[src/hw/rtl/hds_pkg.sv]
// ----------------------------------------------------------------------------
// hds_pkg
// shared types, register and code names, and saturating helpers for the
// heating demand sequencer
// ----------------------------------------------------------------------------
package hds_pkg;

  localparam int TempW    = 16;
  localparam int MarginW  = 15;
  localparam int TimeW    = 32;
  localparam int CfgIdxW  = 3;
  localparam int CfgDataW = 32;
  localparam int WideW    = TempW + 2;

  typedef logic signed [TempW-1:0] temp_t;
  typedef logic signed [WideW-1:0] wide_t;
  typedef logic [MarginW-1:0]      margin_t;
  typedef logic [TimeW-1:0]        ms_t;

  localparam wide_t WideMax = WideW'((2 ** (TempW - 1)) - 1);
  localparam wide_t WideMin = -WideW'(2 ** (TempW - 1));

  // configuration register indexes
  typedef enum logic [CfgIdxW-1:0] {
    REG_WEATHER_MODE      = 3'd0,
    REG_OUTSIDE_THRESHOLD = 3'd1,
    REG_ROOM_SETPOINT     = 3'd2,
    REG_OVERHEAT_MARGIN   = 3'd3,
    REG_HYSTERESIS        = 3'd4,
    REG_REFRESH_INTERVAL  = 3'd5,
    REG_CHANGE_THRESHOLD  = 3'd6
  } cfg_reg_t;

  // burner request actions
  typedef enum logic [1:0] {
    ACT_NONE  = 2'd0,
    ACT_SET   = 2'd1,
    ACT_CLEAR = 2'd2
  } action_t;

  // stop reasons
  typedef enum logic [2:0] {
    STOP_NONE       = 3'd0,
    STOP_REMOTE_OFF = 3'd1,
    STOP_BOILER_OFF = 3'd2,
    STOP_HEAT_OFF   = 3'd3,
    STOP_WATER      = 3'd4,
    STOP_REACHED    = 3'd5,
    STOP_SENSOR     = 3'd6
  } reason_t;

  localparam logic CMD_EVALUATE = 1'b0;
  localparam logic CMD_SAFETY   = 1'b1;

  typedef struct packed {
    logic    weather_mode;
    temp_t   outside_threshold;
    temp_t   room_setpoint;
    margin_t overheat_margin;
    margin_t hysteresis;
    ms_t     refresh_interval;
    margin_t change_threshold;
  } cfg_t;

  localparam cfg_t CfgReset = '{
    weather_mode:      1'b0,
    outside_threshold: 16'sd160,
    room_setpoint:     16'sd200,
    overheat_margin:   15'd20,
    hysteresis:        15'd5,
    refresh_interval:  32'd300000,
    change_threshold:  15'd10
  };

  function automatic wide_t wide_s(input temp_t v);
    return WideW'(v);
  endfunction

  function automatic wide_t wide_u(input margin_t v);
    return $signed(WideW'(v));
  endfunction

  // clamp to the 16-bit signed range
  function automatic temp_t sat16(input wide_t v);
    temp_t r;
    if (v > WideMax) begin
      r = WideMax[TempW-1:0];
    end else if (v < WideMin) begin
      r = WideMin[TempW-1:0];
    end else begin
      r = v[TempW-1:0];
    end
    return r;
  endfunction

endpackage

[src/hw/rtl/hds_in_if.sv]
// ----------------------------------------------------------------------------
// hds_in_if
// event channel into the heating demand sequencer
// ----------------------------------------------------------------------------
interface hds_in_if import hds_pkg::*; ();
  logic       valid;
  logic       ready;
  logic       cmd;
  logic [1:0] enables;
  logic [1:0] overrides;
  logic [1:0] water_flags;
  logic       tuning_active;
  logic       sensors_ok;
  logic [1:0] sensor_valid;
  temp_t      room_temp;
  temp_t      outside_temp;
  temp_t      computed_target;
  ms_t        now_ms;

  modport source (
    output valid, cmd, enables, overrides, water_flags, tuning_active,
           sensors_ok, sensor_valid, room_temp, outside_temp, computed_target, now_ms,
    input  ready
  );
  modport sink (
    input  valid, cmd, enables, overrides, water_flags, tuning_active,
           sensors_ok, sensor_valid, room_temp, outside_temp, computed_target, now_ms,
    output ready
  );
endinterface

[src/hw/rtl/hds_out_if.sv]
// ----------------------------------------------------------------------------
// hds_out_if
// result channel out of the heating demand sequencer
// ----------------------------------------------------------------------------
interface hds_out_if import hds_pkg::*; ();
  logic       valid;
  logic       ready;
  logic       heating_active;
  logic [1:0] request_action;
  temp_t      boiler_target;
  logic [2:0] stop_reason;
  logic       deferred;

  modport source (
    output valid, heating_active, request_action, boiler_target, stop_reason, deferred,
    input  ready
  );
  modport sink (
    input  valid, heating_active, request_action, boiler_target, stop_reason, deferred,
    output ready
  );
endinterface

[src/hw/rtl/hds_cfg_if.sv]
// ----------------------------------------------------------------------------
// hds_cfg_if
// configuration write channel of the heating demand sequencer
// ----------------------------------------------------------------------------
interface hds_cfg_if import hds_pkg::*; ();
  logic                valid;
  logic                ready;
  logic [CfgIdxW-1:0]  index;
  logic [CfgDataW-1:0] data;

  modport source (output valid, index, data, input ready);
  modport sink (input valid, index, data, output ready);
endinterface

[src/hw/rtl/heating_demand_sequencer_unit.sv]
// ----------------------------------------------------------------------------
// heating_demand_sequencer_unit
// on/off space-heating sequencer with hysteresis and burner request control
// ----------------------------------------------------------------------------
// Every accepted event produces exactly one result transaction. An event is
// captured in an input register; in the following cycle the decision logic
// (a handful of 16-bit saturating adds and compares plus one 32-bit time
// compare) reads it against the held mode, last target and last refresh time,
// and the result lands in the output register, where it waits for out_ch.ready.
// Result valid rises once the event has moved from the input register into
// the output register; the unit accepts one event per clock, back to back,
// and only backs up when both the input and the output register are full and
// the output is not being taken. State updates as an event moves into the
// output register, so the next event always sees the previous one's effect.
// Configuration writes are always taken (cfg_ch.ready is tied high) and must
// only be issued while no event is in flight; indexes above the last register
// are ignored. No memories, so nothing to clear after reset.
module heating_demand_sequencer_unit import hds_pkg::*; (
  input logic      clk,
  input logic      rst_n,
  hds_in_if.sink   in_ch,
  hds_out_if.source out_ch,
  hds_cfg_if.sink  cfg_ch
);

  typedef struct packed {
    logic       cmd;
    logic [1:0] enables;
    logic [1:0] overrides;
    logic [1:0] water_flags;
    logic       tuning_active;
    logic       sensors_ok;
    logic [1:0] sensor_valid;
    temp_t      room_temp;
    temp_t      outside_temp;
    temp_t      computed_target;
    ms_t        now_ms;
  } item_t;

  // configuration
  cfg_t cfg_r, cfg_nxt;

  // input register stage
  logic  s1_valid_r;
  item_t s1_r;
  logic  s1_adv;
  logic  in_take;

  // held sequencer state
  logic  mode_r, mode_nxt;
  temp_t last_target_r, last_target_nxt;
  ms_t   last_refresh_r, last_refresh_nxt;

  // output register
  logic    out_valid_r;
  logic    out_active_r;
  action_t out_action_r;
  temp_t   out_target_r;
  reason_t out_reason_r;
  logic    out_deferred_r;

  // decision results for the item in the input register
  action_t action;
  reason_t reason;
  temp_t   sent;
  logic    deferred;
  logic    wanted;
  logic    water_wins;
  temp_t   delta;
  temp_t   delta_abs;
  logic    target_moved;
  logic    refresh_due;
  ms_t     elapsed;

  // --------------------------------------------------------------------------
  // handshakes: the input register advances whenever the output slot is free
  // or drains this cycle
  // --------------------------------------------------------------------------
  assign s1_adv       = s1_valid_r && (!out_valid_r || out_ch.ready);
  assign in_ch.ready  = !s1_valid_r || s1_adv;
  assign in_take      = in_ch.valid && in_ch.ready;
  assign cfg_ch.ready = 1'b1;

  // --------------------------------------------------------------------------
  // configuration register writes
  // --------------------------------------------------------------------------
  always_comb begin
    cfg_nxt = cfg_r;
    if (cfg_ch.valid) begin
      case (cfg_ch.index)
        REG_WEATHER_MODE:      cfg_nxt.weather_mode      = cfg_ch.data[0];
        REG_OUTSIDE_THRESHOLD: cfg_nxt.outside_threshold = cfg_ch.data[TempW-1:0];
        REG_ROOM_SETPOINT:     cfg_nxt.room_setpoint     = cfg_ch.data[TempW-1:0];
        REG_OVERHEAT_MARGIN:   cfg_nxt.overheat_margin   = cfg_ch.data[MarginW-1:0];
        REG_HYSTERESIS:        cfg_nxt.hysteresis        = cfg_ch.data[MarginW-1:0];
        REG_REFRESH_INTERVAL:  cfg_nxt.refresh_interval  = cfg_ch.data[TimeW-1:0];
        REG_CHANGE_THRESHOLD:  cfg_nxt.change_threshold  = cfg_ch.data[MarginW-1:0];
        default: ;
      endcase
    end
  end

  // --------------------------------------------------------------------------
  // demand evaluation against the current mode
  // --------------------------------------------------------------------------
  hds_demand u_demand (
    .cfg          (cfg_r),
    .mode_on      (mode_r),
    .autotune     (s1_r.tuning_active),
    .sensor_valid (s1_r.sensor_valid),
    .room_temp    (s1_r.room_temp),
    .outside_temp (s1_r.outside_temp),
    .wanted       (wanted)
  );

  // --------------------------------------------------------------------------
  // refresh checks: saturated target change and wrapping elapsed time
  // --------------------------------------------------------------------------
  always_comb begin
    delta        = sat16(wide_s(s1_r.computed_target) - wide_s(last_target_r));
    delta_abs    = delta[TempW-1] ? sat16(-wide_s(delta)) : delta;
    target_moved = $unsigned(delta_abs) > {1'b0, cfg_r.change_threshold};
    elapsed      = s1_r.now_ms - last_refresh_r;
    refresh_due  = elapsed > cfg_r.refresh_interval;
  end

  // --------------------------------------------------------------------------
  // sequencer decision
  // --------------------------------------------------------------------------
  always_comb begin
    water_wins       = s1_r.water_flags == 2'b11;
    action           = ACT_NONE;
    reason           = STOP_NONE;
    sent             = '0;
    deferred         = 1'b0;
    mode_nxt         = mode_r;
    last_target_nxt  = last_target_r;
    last_refresh_nxt = last_refresh_r;

    if (s1_r.cmd == CMD_SAFETY) begin
      // safety check only ever turns heating off
      if (mode_r && !s1_r.sensors_ok) begin
        action   = ACT_CLEAR;
        reason   = STOP_SENSOR;
        mode_nxt = 1'b0;
      end
    end else if (s1_r.enables != 2'b11) begin
      // boiler or heating disabled
      if (mode_r) begin
        action   = ACT_CLEAR;
        reason   = s1_r.enables[0] ? STOP_HEAT_OFF : STOP_BOILER_OFF;
        mode_nxt = 1'b0;
      end
    end else if (!mode_r) begin
      // activation path, sensors must pass before turning on
      if (wanted || s1_r.overrides[0]) begin
        if (water_wins) begin
          deferred = 1'b1;
        end else if (s1_r.sensors_ok) begin
          action          = ACT_SET;
          sent            = s1_r.computed_target;
          mode_nxt        = 1'b1;
          last_target_nxt = s1_r.computed_target;
        end
      end
    end else begin
      // running: stop checks in priority order, else maybe refresh
      if (s1_r.overrides[1]) begin
        reason = STOP_REMOTE_OFF;
      end else if (water_wins) begin
        reason = STOP_WATER;
      end else if (!wanted) begin
        reason = STOP_REACHED;
      end else if (!s1_r.sensors_ok) begin
        reason = STOP_SENSOR;
      end
      if (reason != STOP_NONE) begin
        action   = ACT_CLEAR;
        mode_nxt = 1'b0;
      end else if (target_moved || refresh_due) begin
        action           = ACT_SET;
        sent             = s1_r.computed_target;
        last_target_nxt  = s1_r.computed_target;
        last_refresh_nxt = s1_r.now_ms;
      end
    end
  end

  // --------------------------------------------------------------------------
  // registers
  // --------------------------------------------------------------------------
  always_ff @(posedge clk) begin
    if (!rst_n) begin
      cfg_r          <= CfgReset;
      s1_valid_r     <= 1'b0;
      out_valid_r    <= 1'b0;
      mode_r         <= 1'b0;
      last_target_r  <= '0;
      last_refresh_r <= '0;
    end else begin
      cfg_r <= cfg_nxt;
      if (in_ch.ready) begin
        s1_valid_r <= in_ch.valid;
      end
      if (s1_adv) begin
        out_valid_r    <= 1'b1;
        mode_r         <= mode_nxt;
        last_target_r  <= last_target_nxt;
        last_refresh_r <= last_refresh_nxt;
      end else if (out_ch.ready) begin
        out_valid_r <= 1'b0;
      end
    end
  end

  // payload registers, no reset needed
  always_ff @(posedge clk) begin
    if (in_take) begin
      s1_r.cmd             <= in_ch.cmd;
      s1_r.enables         <= in_ch.enables;
      s1_r.overrides       <= in_ch.overrides;
      s1_r.water_flags     <= in_ch.water_flags;
      s1_r.tuning_active   <= in_ch.tuning_active;
      s1_r.sensors_ok      <= in_ch.sensors_ok;
      s1_r.sensor_valid    <= in_ch.sensor_valid;
      s1_r.room_temp       <= in_ch.room_temp;
      s1_r.outside_temp    <= in_ch.outside_temp;
      s1_r.computed_target <= in_ch.computed_target;
      s1_r.now_ms          <= in_ch.now_ms;
    end
    if (s1_adv) begin
      out_active_r   <= mode_nxt;
      out_action_r   <= action;
      out_target_r   <= sent;
      out_reason_r   <= reason;
      out_deferred_r <= deferred;
    end
  end

  // --------------------------------------------------------------------------
  // result channel
  // --------------------------------------------------------------------------
  assign out_ch.valid          = out_valid_r;
  assign out_ch.heating_active = out_active_r;
  assign out_ch.request_action = out_action_r;
  assign out_ch.boiler_target  = out_target_r;
  assign out_ch.stop_reason    = out_reason_r;
  assign out_ch.deferred       = out_deferred_r;

endmodule

[src/hw/rtl/hds_demand.sv]
// ----------------------------------------------------------------------------
// hds_demand
// heat demand with hysteresis, room setpoint or outside temperature control
// ----------------------------------------------------------------------------
module hds_demand import hds_pkg::*; (
  input  cfg_t       cfg,
  input  logic       mode_on,
  input  logic       autotune,
  input  logic [1:0] sensor_valid,
  input  temp_t      room_temp,
  input  temp_t      outside_temp,
  output logic       wanted
);

  logic  room_ok;
  logic  out_ok;
  logic  sp_pos;
  logic  cold;
  logic  over;
  temp_t limit;
  temp_t limit_low;
  temp_t room_stop;

  always_comb begin
    room_ok   = sensor_valid[0];
    out_ok    = sensor_valid[1];
    sp_pos    = cfg.room_setpoint > 0;
    cold      = outside_temp < cfg.outside_threshold;
    limit     = sat16(wide_s(cfg.room_setpoint) + wide_u(cfg.overheat_margin));
    limit_low = sat16(wide_s(limit) - wide_u(cfg.hysteresis));
    room_stop = mode_on ? sat16(wide_s(cfg.room_setpoint) + wide_u(cfg.hysteresis))
                        : cfg.room_setpoint;
    // overheat veto, tighter band while off
    over = 1'b0;
    if (room_ok && sp_pos) begin
      over = mode_on ? (room_temp > limit) : (room_temp >= limit_low);
    end
    if (autotune) begin
      wanted = 1'b1;
    end else if (cfg.weather_mode) begin
      wanted = out_ok && cold && !over;
    end else begin
      wanted = room_ok && sp_pos && (room_temp < room_stop);
    end
  end

endmodule

[src/flat_wrapper.sv]
// flat-port wrapper written by rule: the top's interface ports become plain ports
module heating_demand_sequencer_unit_flat import hds_pkg::*;
  (clk, rst_n, in_ch_valid, in_ch_cmd, in_ch_enables, in_ch_overrides, in_ch_water_flags, in_ch_tuning_active, in_ch_sensors_ok, in_ch_sensor_valid, in_ch_room_temp, in_ch_outside_temp, in_ch_computed_target, in_ch_now_ms, in_ch_ready, out_ch_valid, out_ch_heating_active, out_ch_request_action, out_ch_boiler_target, out_ch_stop_reason, out_ch_deferred, out_ch_ready, cfg_ch_valid, cfg_ch_index, cfg_ch_data, cfg_ch_ready);
  hds_in_if in_ch_i ();
  hds_out_if out_ch_i ();
  hds_cfg_if cfg_ch_i ();
  input logic clk;
  input logic rst_n;
  input wire logic [$bits(in_ch_i.valid)-1:0] in_ch_valid;
  input wire logic [$bits(in_ch_i.cmd)-1:0] in_ch_cmd;
  input wire logic [$bits(in_ch_i.enables)-1:0] in_ch_enables;
  input wire logic [$bits(in_ch_i.overrides)-1:0] in_ch_overrides;
  input wire logic [$bits(in_ch_i.water_flags)-1:0] in_ch_water_flags;
  input wire logic [$bits(in_ch_i.tuning_active)-1:0] in_ch_tuning_active;
  input wire logic [$bits(in_ch_i.sensors_ok)-1:0] in_ch_sensors_ok;
  input wire logic [$bits(in_ch_i.sensor_valid)-1:0] in_ch_sensor_valid;
  input wire logic [$bits(in_ch_i.room_temp)-1:0] in_ch_room_temp;
  input wire logic [$bits(in_ch_i.outside_temp)-1:0] in_ch_outside_temp;
  input wire logic [$bits(in_ch_i.computed_target)-1:0] in_ch_computed_target;
  input wire logic [$bits(in_ch_i.now_ms)-1:0] in_ch_now_ms;
  output wire logic [$bits(in_ch_i.ready)-1:0] in_ch_ready;
  output wire logic [$bits(out_ch_i.valid)-1:0] out_ch_valid;
  output wire logic [$bits(out_ch_i.heating_active)-1:0] out_ch_heating_active;
  output wire logic [$bits(out_ch_i.request_action)-1:0] out_ch_request_action;
  output wire logic [$bits(out_ch_i.boiler_target)-1:0] out_ch_boiler_target;
  output wire logic [$bits(out_ch_i.stop_reason)-1:0] out_ch_stop_reason;
  output wire logic [$bits(out_ch_i.deferred)-1:0] out_ch_deferred;
  input wire logic [$bits(out_ch_i.ready)-1:0] out_ch_ready;
  input wire logic [$bits(cfg_ch_i.valid)-1:0] cfg_ch_valid;
  input wire logic [$bits(cfg_ch_i.index)-1:0] cfg_ch_index;
  input wire logic [$bits(cfg_ch_i.data)-1:0] cfg_ch_data;
  output wire logic [$bits(cfg_ch_i.ready)-1:0] cfg_ch_ready;
  assign in_ch_i.valid = in_ch_valid;
  assign in_ch_i.cmd = in_ch_cmd;
  assign in_ch_i.enables = in_ch_enables;
  assign in_ch_i.overrides = in_ch_overrides;
  assign in_ch_i.water_flags = in_ch_water_flags;
  assign in_ch_i.tuning_active = in_ch_tuning_active;
  assign in_ch_i.sensors_ok = in_ch_sensors_ok;
  assign in_ch_i.sensor_valid = in_ch_sensor_valid;
  assign in_ch_i.room_temp = in_ch_room_temp;
  assign in_ch_i.outside_temp = in_ch_outside_temp;
  assign in_ch_i.computed_target = in_ch_computed_target;
  assign in_ch_i.now_ms = in_ch_now_ms;
  assign in_ch_ready = in_ch_i.ready;
  assign out_ch_valid = out_ch_i.valid;
  assign out_ch_heating_active = out_ch_i.heating_active;
  assign out_ch_request_action = out_ch_i.request_action;
  assign out_ch_boiler_target = out_ch_i.boiler_target;
  assign out_ch_stop_reason = out_ch_i.stop_reason;
  assign out_ch_deferred = out_ch_i.deferred;
  assign out_ch_i.ready = out_ch_ready;
  assign cfg_ch_i.valid = cfg_ch_valid;
  assign cfg_ch_i.index = cfg_ch_index;
  assign cfg_ch_i.data = cfg_ch_data;
  assign cfg_ch_ready = cfg_ch_i.ready;
  heating_demand_sequencer_unit u_core (.clk(clk), .rst_n(rst_n), .in_ch(in_ch_i), .out_ch(out_ch_i), .cfg_ch(cfg_ch_i));
endmodule
[config.mk]
export PLATFORM = sky130hd
export DESIGN_NAME = heating_demand_sequencer_unit_flat
export DESIGN_NICKNAME = d
export VERILOG_FILES = /design/src/hw/rtl/hds_pkg.sv /design/src/hw/rtl/hds_in_if.sv /design/src/hw/rtl/hds_out_if.sv /design/src/hw/rtl/hds_cfg_if.sv /design/src/hw/rtl/heating_demand_sequencer_unit.sv /design/src/hw/rtl/hds_demand.sv /design/src/flat_wrapper.sv
export SDC_FILE = /design/constraint.sdc
export NUM_CORES = 1
export LEC_CHECK = 0
export BUFFER_PORTS_ARGS = -buffer_cell sky130_fd_sc_hd__buf_4
export CAP_MARGIN = 15
export CORE_MARGIN = 2
export CORE_UTILIZATION = 55
export DETAILED_ROUTE_END_ITERATION = 10
export MAX_ROUTING_LAYER = met4
export PLACE_DENSITY = 0.79
export SLEW_MARGIN = 5
export SYNTH_ARGS = -nofsm -noshare
export SYNTH_HDL_FRONTEND = slang
export SYNTH_HIERARCHICAL = 1
export SYNTH_SLANG_ARGS = --single-unit
[constraint.sdc]
create_clock -name clk -period 9.8 [get_ports clk]
set_input_delay 1.47 -clock clk [delete_from_list [all_inputs] [get_ports clk]]
set_output_delay 1.47 -clock clk [all_outputs]
set_load 0.1 [all_outputs]
==> results of run 1 <==
-- registers in the layout, summed over array words and instances (netlist names), 2 cells and up --
register and cells:
u_core/out_ch.request_action 2, u_core/out_ch.boiler_target 16, u_core/last_target_r 16, u_core/s1_r 91, u_core/last_refresh_r 32, u_core/out_ch.stop_reason 3
u_core/cfg_r 110
-- cell usage after synthesis (9+ instances only) --
master | instances | area share
nand3_1 | 56 | 0.016
nand2b_1 | 25 | 0.0087
a211oi_1 | 15 | 0.0063
nor2b_1 | 57 | 0.020
o21ai_1 | 11 | 0.0031
nand4_1 | 24 | 0.0084
clkbuf_1 | 54 | 0.011
mux2i_1 | 38 | 0.021
inv_1 | 161 | 0.034
xor2_1 | 23 | 0.011
dfxtp_1 | 161 | 0.18
nand2_1 | 287 | 0.060
o21a_1 | 26 | 0.011
xnor2_1 | 50 | 0.024
nor3_1 | 27 | 0.0075
o21bai_1 | 9 | 0.0038
buf_2 | 11 | 0.0031
or3_1 | 12 | 0.0042
nor2_1 | 86 | 0.018
a21o_1 | 51 | 0.021
and3_1 | 21 | 0.0073
edfxtp_1 | 114 | 0.19
a21boi_0 | 93 | 0.039
nor4_1 | 17 | 0.0059
a31oi_1 | 9 | 0.0031
ha_1 | 202 | 0.14
a21oi_1 | 113 | 0.032
o211ai_1 | 32 | 0.013
o21ai_0 | 92 | 0.026
-- per-stage QoR --
| stage | util | setup WS (ps) | std cells |
|---|---|---|---|
| after floorplan | - | 2320 | 2011 |
| after global placement | 0.602 | 1340 | 2547 |
| after detailed placement | 0.602 | 1040 | 2548 |
| after CTS | 0.636 | 1030 | 2606 |
| after global routing | 0.637 | 74.3 | 2607 |
| final | 0.637 | 1030 | 2607 |
-- power by group --
part / leakage [nW] / switching [mW] / internal (mW) / total, mW
sequential: 2.40 / 0.0290 / 1.24 / 1.26
clock: 0.541 / 0.507 / 0.739 / 1.25
combinational: 5.14 / 0.348 / 0.250 / 0.598
-- per-layer routing --
metal | track usage | vias up
met5 | - | -
met4 | 0.0730 | 0
met3 | 0.0338 | 76
met2 | 0.431 | 361
met1 | 0.342 | 6955
li1 | - | 7460
-- area by class of cell --
class	count	area, um^2
Clock buffer	36	815
Clock inverter	22	290
Fill cell	2768	11800
Inverter	161	604
Multi-Input combinational cell	1504	10400
Sequential cell	275	6650
Tap cell	442	553
Timing Repair Buffer	167	1270
-- critical path, delay by kind of cell (launching register included) --
family / cells / cell delay, ps
adders and majority gates: 4 / 1180
and+or+nand+nor: 8 / 1190
AOI/OAI and AO/OA: 21 / 4660
buffers and inverters: 4 / 920
muxes: 1 / 300
DFF: 1 / 420
-- cell families (layout without fill, tap and decap cells) --
kind of cell             count (synthesis)  in the layout
AND/OR/NAND/NOR                        646            646
AO/OA/AOI/OAI                          538            538
flip-flops                             275            275
buffers and inverters                  232            386
adder cells (fa/ha/maj)                207            207
XOR/XNOR                                74             74
multiplexers                            38             38
other                                    1              1
-- worst paths after layout --
check                     startpoint                       to  slack [ps]
max reg2reg         u_core/cfg_r[77]  u_core/last_target_r[7]        1030
min          u_core/last_target_r[9]  u_core/last_target_r[9]         460
max                 u_core/cfg_r[77]  u_core/last_target_r[7]        1030
min reg2reg  u_core/last_target_r[9]  u_core/last_target_r[9]         460
==> run_results.csv, run 1 <==
group,metric,value,unit
routing,vias,14900,
grt,grt_max_degree,143,
cts,cts_resized,0,
synth,yosysSeqAreaShare,0.370,
sta,whs,457,ps
routing,dr.pass1.iters,8,
job,drv_cap,0,
place,dpl-instance-area,19500,um^2
synth,avgSynthCellArea,8.93,um^2
synth,synth_seq_cells,275,
critical_path,cp.arrival,9290,ps
cells_and_area,area_growth_syn_to_layout,14.8,%
cts,clk_path_buf_depth,3,
cells_and_area,final_nets,2478,
cells_and_area,drive_gt1_frac,0.118,
cells_and_area,num_antenna_cells,0,
cts,clockRootBuffer,"clkbuf_16",
sta,finalSetupTns,0,ps
routing,route.met3.wl,2.17,mm
grt,grt_pass1_wl,70.6,mm
pwr,ir_drop,0.142,mV
routing,wl,43.8,mm
cts,hold_buffers,0,
cells_and_area,final_cell_area,20600,um^2
cts,cts_buffers,31,
synth,synth_ff_type,"dfxtp_1",
place,place_congestion,0.952,
synth,syn_inst,2011,
synth,synth_edf_count,114,
sta,max_freq,114,MHz
place,dpl.hpwl,33.0,mm
sta,final_max_slew_viol_count,0,
floorplanning,num_rows,66,
critical_path,end_kind,"flop",
critical_path,crit_slowest_cell,"a31oi_1",
cts,postCtsSetupBuffers,0,
synth,synth_xor_area_frac,0.0365,
place,port_buffers,155,
routing,wl_met1,20.1,mm
pwr,power_density,151,nW/um^2
floorplanning,die-width,185,um
worst_hold_path,hold_class,"flop to flop",
synth,yosysWarnings,6,
synth,synth_compound_area_frac,0.205,
routing,top_layer,"met4",
floorplanning,die_y,185,um
sta,max-slew-margin-rel,0.260,
cts,tritoncts,"built",
floorplanning,die-area,34100,um^2
floorplanning,core_area,32400,um^2
cells_and_area,layout_common_cells,"287 x nand2_1, 202 x ha_1, 166 x buf_4",
routing,drc,0,
routing,drtIter0Drc,807,
synth,yosys.area_share.simple,0.170,
synth,synthMuxAreaShare,0.0212,
synth,ys_types,81,
synth,async_reset_ff_frac,0,
synth,syn-cell-area,17900,um^2
routing,wl_per_cell,16.8,um
critical_path,critPathMaxStageDelay,740,ps
sta,rsz0062_at_grt,"no",
floorplanning,start_util,0.554,
critical_path,critPathLaunchType,"flop",
cts,htreeDepth,1,
critical_path,worstPathMaxFanout,32,
cts,clk_pin_slew,60,ps
outcome,status,"complete, no violations",
pwr,cellLeakagePower,8.08,nW
routing,ant_nets,0,
sta,finalCriticalPeriod,8770,ps
synth,synth_top_family_by_area,"compound AO/OA/AOI/OAI gates",
sta,hold_viol_final,0,
sta,worst_clock_skew,21.2,ps
floorplanning,ioPinCount,157,
worst_hold_path,hold_depth,2,
grt,grt_remaining_overflow,0,
critical_path,crit_top_cell,"o21ai_0",
critical_path,worstPathRequired,10320,ps
pwr,finalPower,3.11,mW
grt,antenna_found_initial,0,
critical_path,r2r_cells,38,
cts,cts.sink_count,275,
critical_path,critPathKind,"flop to flop",
routing,met2_wirelength,20.3,mm
synth,synth_nets,2349,
routing,viasPerCell,5.70,
sta,finalSetupViolCount,0,
sta,finalCritPeriodShare,0.895,
grt,grt_usage,0.263,
sta,worstMarginPinSlew,1110,ps
cells_and_area,final_common_cell,"nand2_1",
synth,synth_fa_ha_area_frac,0.146,
grt,grt_pass1_vias,14400,
cts,clk_latency,600,ps
Power figures use the tool's default switching activity.
==> inputs of run 2 (changes only) <==
Settings changed: MAX_ROUTING_LAYER met4 to not set.
Clock period 9.8 ns to 8.2 ns, I/O delays scaled along.
==> run_results.csv, run 2 (same netlist as run 1, synthesis figures left out) <==
group,metric,value,unit
outcome,status,"complete, no violations",
grt,met2_usage,0.441,
cells_and_area,area_growth_syn_to_layout,15.2,%
cells_and_area,largest_reg_flops,110,
sta,hold_viol_final,0,
critical_path,r2r-end,"u_core/last_refresh_r[28]",
critical_path,r2r_slack,370,ps
cts,hold_buffers,0,
critical_path,worstPathRequired,8680,ps
cells_and_area,top_register,"u_core/cfg_r",
cts,cts.sink_count,275,
sta,worstMarginPinSlew,1110,ps
sta,finalSetupViolCount,0,
grt,grt_pass1_wl,72.1,mm
pwr,cellLeakagePower,8.11,nW
pwr,power_frac_seq,0.418,
critical_path,critPathMaxStageDelay,390,ps
cells_and_area,final_nets,2491,
pwr,p_int,2.58,mW
critical_path,crit_slowest_cell,"o21ai_1",
job,drv_cap,0,
sta,finalCritPeriodShare,0.954,
critical_path,end_kind,"flop",
grt,grt_max_degree,119,
pwr,switching_share,0.287,
sta,finalSetupTns,0,ps
sta,finalCriticalPeriod,7830,ps
grt,met3_usage,0.0452,
sta,max-slew-margin-rel,0.255,
place,dpl.hpwl,33.9,mm
cells_and_area,layout_common_cells,"287 x nand2_1, 202 x ha_1, 176 x buf_4",
cells_and_area,final_common_cell,"nand2_1",
floorplanning,num_rows,66,
cts,cts_buffers,31,
grt,grt_pass1_vias,14500,
cts,tritoncts,"built",
cts,clockRootBuffer,"clkbuf_16",
routing,dr.pass1.iters,5,
routing,drtIter0Drc,977,
sta,whs,459,ps
critical_path,cp.arrival,8310,ps
routing,vias,15000,
worst_hold_path,hold_class,"flop to flop",
critical_path,worstPathMaxFanout,16,
grt,grt_usage,0.262,
critical_path,crit_buf_inv,5,
grt,top_usage_layer,"met2",
worst_hold_path,hold_depth,2,
pwr,p_switching,1.03,mW
sta,final_max_slew_viol_count,0,
place,place_congestion,0.947,
routing,drc,0,
routing,viasPerCell,5.73,
critical_path,reg2reg_from,"u_core/cfg_r[78]",
sta,worst_clock_skew,17.0,ps
critical_path,r2r_cells,36,
cts,clk_latency,590,ps
cells_and_area,drive_gt1_frac,0.123,
floorplanning,core_area,32400,um^2
floorplanning,die-width,185,um
sta,max_freq,128,MHz
cells_and_area,largestRegisters,"u_core/cfg_r: 110 flops, u_core/s1_r: 91 flops, u_core/last_refresh_r: 32 flops",
place,port_buffers,155,
cts,clk_path_buf_depth,3,
grt,grt_remaining_overflow,0,
floorplanning,start_util,0.554,
grt,antenna_found_initial,0,
grt,gr-usage-met1,0.342,
routing,ant_nets,0,
pwr,power_density,175,nW/um^2
floorplanning,die_y,185,um
routing,wl_per_cell,17.3,um
cells_and_area,num_antenna_cells,0,
cts,clk_pin_slew,60,ps
worst_hold_path,holdPathEnd,"u_core/last_target_r[15]",
pwr,ir_drop,0.190,mV
pwr,clkPwrFrac,0.378,
critical_path,critPathLaunchType,"flop",
floorplanning,ioPinCount,157,
floorplanning,die-area,34100,um^2
worst_hold_path,worstHoldStart,"u_core/last_target_r[15]",
routing,wl,45.3,mm
critical_path,critPathKind,"flop to flop",
critical_path,crit_family,"compound AO/OA/AOI/OAI gates",
pwr,power_frac_comb,0.204,
cts,htreeDepth,1,
run 2: what timing repair did:
item | in CTS | in global routing
buffers inserted | 0 | 1
setup endpoints to repair | 0 | 66
resized for setup | 0 | 12
run 2: worst min-delay path, cell delays in order, from the launching register on:
cell and delay [ps]:
dfxtp_1 310, nand2_1 50, o21ai_0 60
run 2: worst max path at each step:
stage,slack [ps],cells after the start,to,start
after floorplan,720,39,u_core/last_target_r[10],u_core/cfg_r[77]
after global placement,510,36,u_core/last_target_r[9],u_core/cfg_r[77]
after detailed placement,240,39,u_core/last_target_r[6],u_core/cfg_r[77]
after CTS,190,37,u_core/last_target_r[7],u_core/cfg_r[77]
after global routing,-50,38,u_core/last_refresh_r[28],u_core/cfg_r[77]
final,370,36,u_core/last_refresh_r[28],u_core/cfg_r[78]
run 2: metal layers:
metal | vias to the layer above | wire, um
met4 | 0 | 1450
met2 | 379 | 21100
met3 | 84 | 2390
met1 | 7069 | 20400
met5 | - | 0
li1 | 7487 | -
run 2: area by class of cell:
class,instances,area [um^2]
inverter,161,604
tap,442,553
sequential,275,6650
fill,2725,11700
timing repair buffer,180,1380
multi-input combinational,1504,10500
clock inverter,19,195
clock buffer,39,806
run 2: metrics by stage:
| step | util | cell area [um^2] | cells | setup WS (ps) | total power [mW] |
|---|---|---|---|---|---|
| 3_3_place_gp | 0.605 | 19600 | 2559 | 515 | 2.24 |
| 5_1_grt | 0.639 | 20700 | 2620 | -48.4 | 3.78 |
| 4_1_cts | 0.636 | 20600 | 2618 | 190 | 3.63 |
| 3_5_place_dp | 0.605 | 19600 | 2560 | 238 | 2.26 |
| 2_1_floorplan | - | 17900 | 2011 | 715 | 2.05 |
| 6_report | 0.639 | 20700 | 2620 | 375 | 3.61 |
run 2: power by group through the flow:
stage	sequential [mW]	clock [mW]	combinational, mW
floorplan	1.57	0	0.476
global placement	1.54	0	0.699
detailed placement	1.54	0	0.720
CTS	1.51	1.40	0.725
global route	1.51	1.45	0.818
finish	1.51	1.36	0.735
==> inputs of run 3 (changes only) <==
Settings changed: CORE_UTILIZATION 55 to 30, PLACE_DENSITY 0.79 to 0.51, SETUP_SLACK_MARGIN set to 0.1.
==> run_results.csv, run 3 (same netlist as run 1, synthesis figures left out) <==
group,metric,value,unit
grt,grt_pass1_vias,14200,
routing,dr.pass1.iters,10,
routing,wl,50.1,mm
sta,max-slew-margin-rel,0.278,
sta,hold_viol_final,0,
routing,drtIter0Drc,836,
cts,clk_path_buf_depth,3,
pwr,ir_drop,0.147,mV
pwr,power_density,180,nW/um^2
critical_path,end_kind,"flop",
cts,hold_buffers,0,
routing,ant_nets,0,
cells_and_area,largest_reg_flops,110,
pwr,cellLeakagePower,8.20,nW
grt,grt_max_degree,95,
worst_hold_path,hold_class,"flop to flop",
place,dpl.hpwl,38.4,mm
sta,rsz0062_at_grt,"no",
grt,grt_remaining_overflow,0,
floorplanning,die-width,249,um
outcome,violations,"design-rule violations",
cts,cts_buffers,35,
place,place_congestion,0.891,
sta,finalSetupTns,0,ps
cells_and_area,final_nets,2501,
critical_path,critPathKind,"flop to flop",
floorplanning,num_rows,89,
place,port_buffers,155,
cells_and_area,top_register,"u_core/cfg_r",
cts,htreeDepth,2,
cells_and_area,nFillCells,5958,
floorplanning,die_y,249,um
grt,grt_usage,0.160,
sta,worstMarginPinSlew,1080,ps
routing,vias,14600,
critical_path,crit_slowest_cell,"a311o_2",
routing,wl_per_cell,16.9,um
cts,cts.sink_count,275,
grt,antenna_found_initial,3,
job,drv_cap,0,
sta,final_max_slew_viol_count,0,
critical_path,cp.arrival,7920,ps
cells_and_area,regArea,6650,um^2
cts,clk_pin_slew,60,ps
cells_and_area,area_growth_syn_to_layout,18.6,%
cts,clk_latency,550,ps
cells_and_area,finalCoreUtilization,0.360,
floorplanning,ioPinCount,157,
sta,finalSetupViolCount,0,
critical_path,critPathLaunchType,"flop",
floorplanning,die-area,61800,um^2
cts,tritoncts,"built",
critical_path,worstPathMaxFanout,7,
outcome,status,"finished with violations",
sta,worst_clock_skew,24.0,ps
routing,viasPerCell,4.93,
cells_and_area,final_common_cell,"nand2_1",
grt,grt_pass1_wl,79.1,mm
cells_and_area,largestRegisters,"u_core/cfg_r: 110 flops, u_core/s1_r: 91 flops, u_core/last_refresh_r: 32 flops",
cells_and_area,multiInputGateArea,10500,um^2
floorplanning,core_area,59100,um^2
cells_and_area,drive_gt1_frac,0.126,
sta,finalCriticalPeriod,7500,ps
sta,max_freq,133,MHz
sta,finalCritPeriodShare,0.914,
cells_and_area,layout_common_cells,"287 x nand2_1, 202 x ha_1, 183 x buf_4",
critical_path,critPathMaxStageDelay,460,ps
cts,clockRootBuffer,"clkbuf_16",
routing,drc,3,
floorplanning,start_util,0.304,
critical_path,worstPathRequired,8630,ps
## run 3: cell types whose count changed in the layout (fill, tap and decap cells not counted), sizes merged
cell,change
clkinvlp,+2
clkbuf,+9
inv,-2
clkinv,-6
bufinv,+1
diode,+2
buf,+7
## run 3: final cells by class
class / instances / area share
Sequential cell: 275 / 0.312
Multi-Input combinational cell: 1504 / 0.492
Antenna cell: 2 / 0.000235
Timing Repair Buffer: 186 / 0.0667
Inverter: 161 / 0.0284
Clock inverter: 14 / 0.00817
Tap cell: 773 / 0.0454
Clock buffer: 49 / 0.0466
## run 3: final timing paths
kind                           start                       to  slack [ps]  depth (start not counted)
min reg2reg  u_core/last_target_r[2]  u_core/last_target_r[2]         460                          2
min          u_core/last_target_r[2]  u_core/last_target_r[2]         460                          2
max                 u_core/cfg_r[77]            u_core/mode_r         700                         34
max reg2reg         u_core/cfg_r[77]            u_core/mode_r         700                         34
## run 3: metal layers
| metal | routed length, um | track usage | vias up |
|---|---|---|---|
| li1 | - | - | 7490 |
| met1 | 23400 | 0.210 | 6824 |
| met2 | 23500 | 0.270 | 216 |
| met3 | 1820 | 0.0249 | 67 |
| met4 | 1250 | 0.0471 | 2 |
| met5 | 14 | 0 | - |
## run 3: report_power, final
part | switching (mW) | internal, mW
Combinational | 0.440 | 0.308
Sequential | 0.0335 | 1.48
Clock | 0.610 | 0.971
## run 3: timing repair
item | CTS | global route
resized for setup | 0 | 14
buffers inserted | 0 | 1
setup endpoints to repair | 0 | 66
## run 3: through the flow
| step | total power [mW] | worst slack, ps | area, um^2 | cells | hold WS [ps] |
|---|---|---|---|---|---|
| floorplan | 2.05 | 715 | 17900 | 2011 | 436 |
| global placement | 2.27 | 555 | 20000 | 2895 | 444 |
| detailed placement | 2.28 | 289 | 20000 | 2895 | 451 |
| CTS | 3.90 | 224 | 21200 | 2958 | 458 |
| global route | 4.05 | 82.3 | 21300 | 2964 | 477 |
| finish | 3.84 | 704 | 21300 | 2964 | 457 |
## run 3: worst max-delay path, delay by kind of cell, from the launching register on
family	cells	cell delay, ps
and+or+nand+nor	7	1360
AOI/OAI and AO/OA	20	3980
DFF	1	420
buffers and inverters	2	220
adders and majority gates	4	1120
muxes	1	220
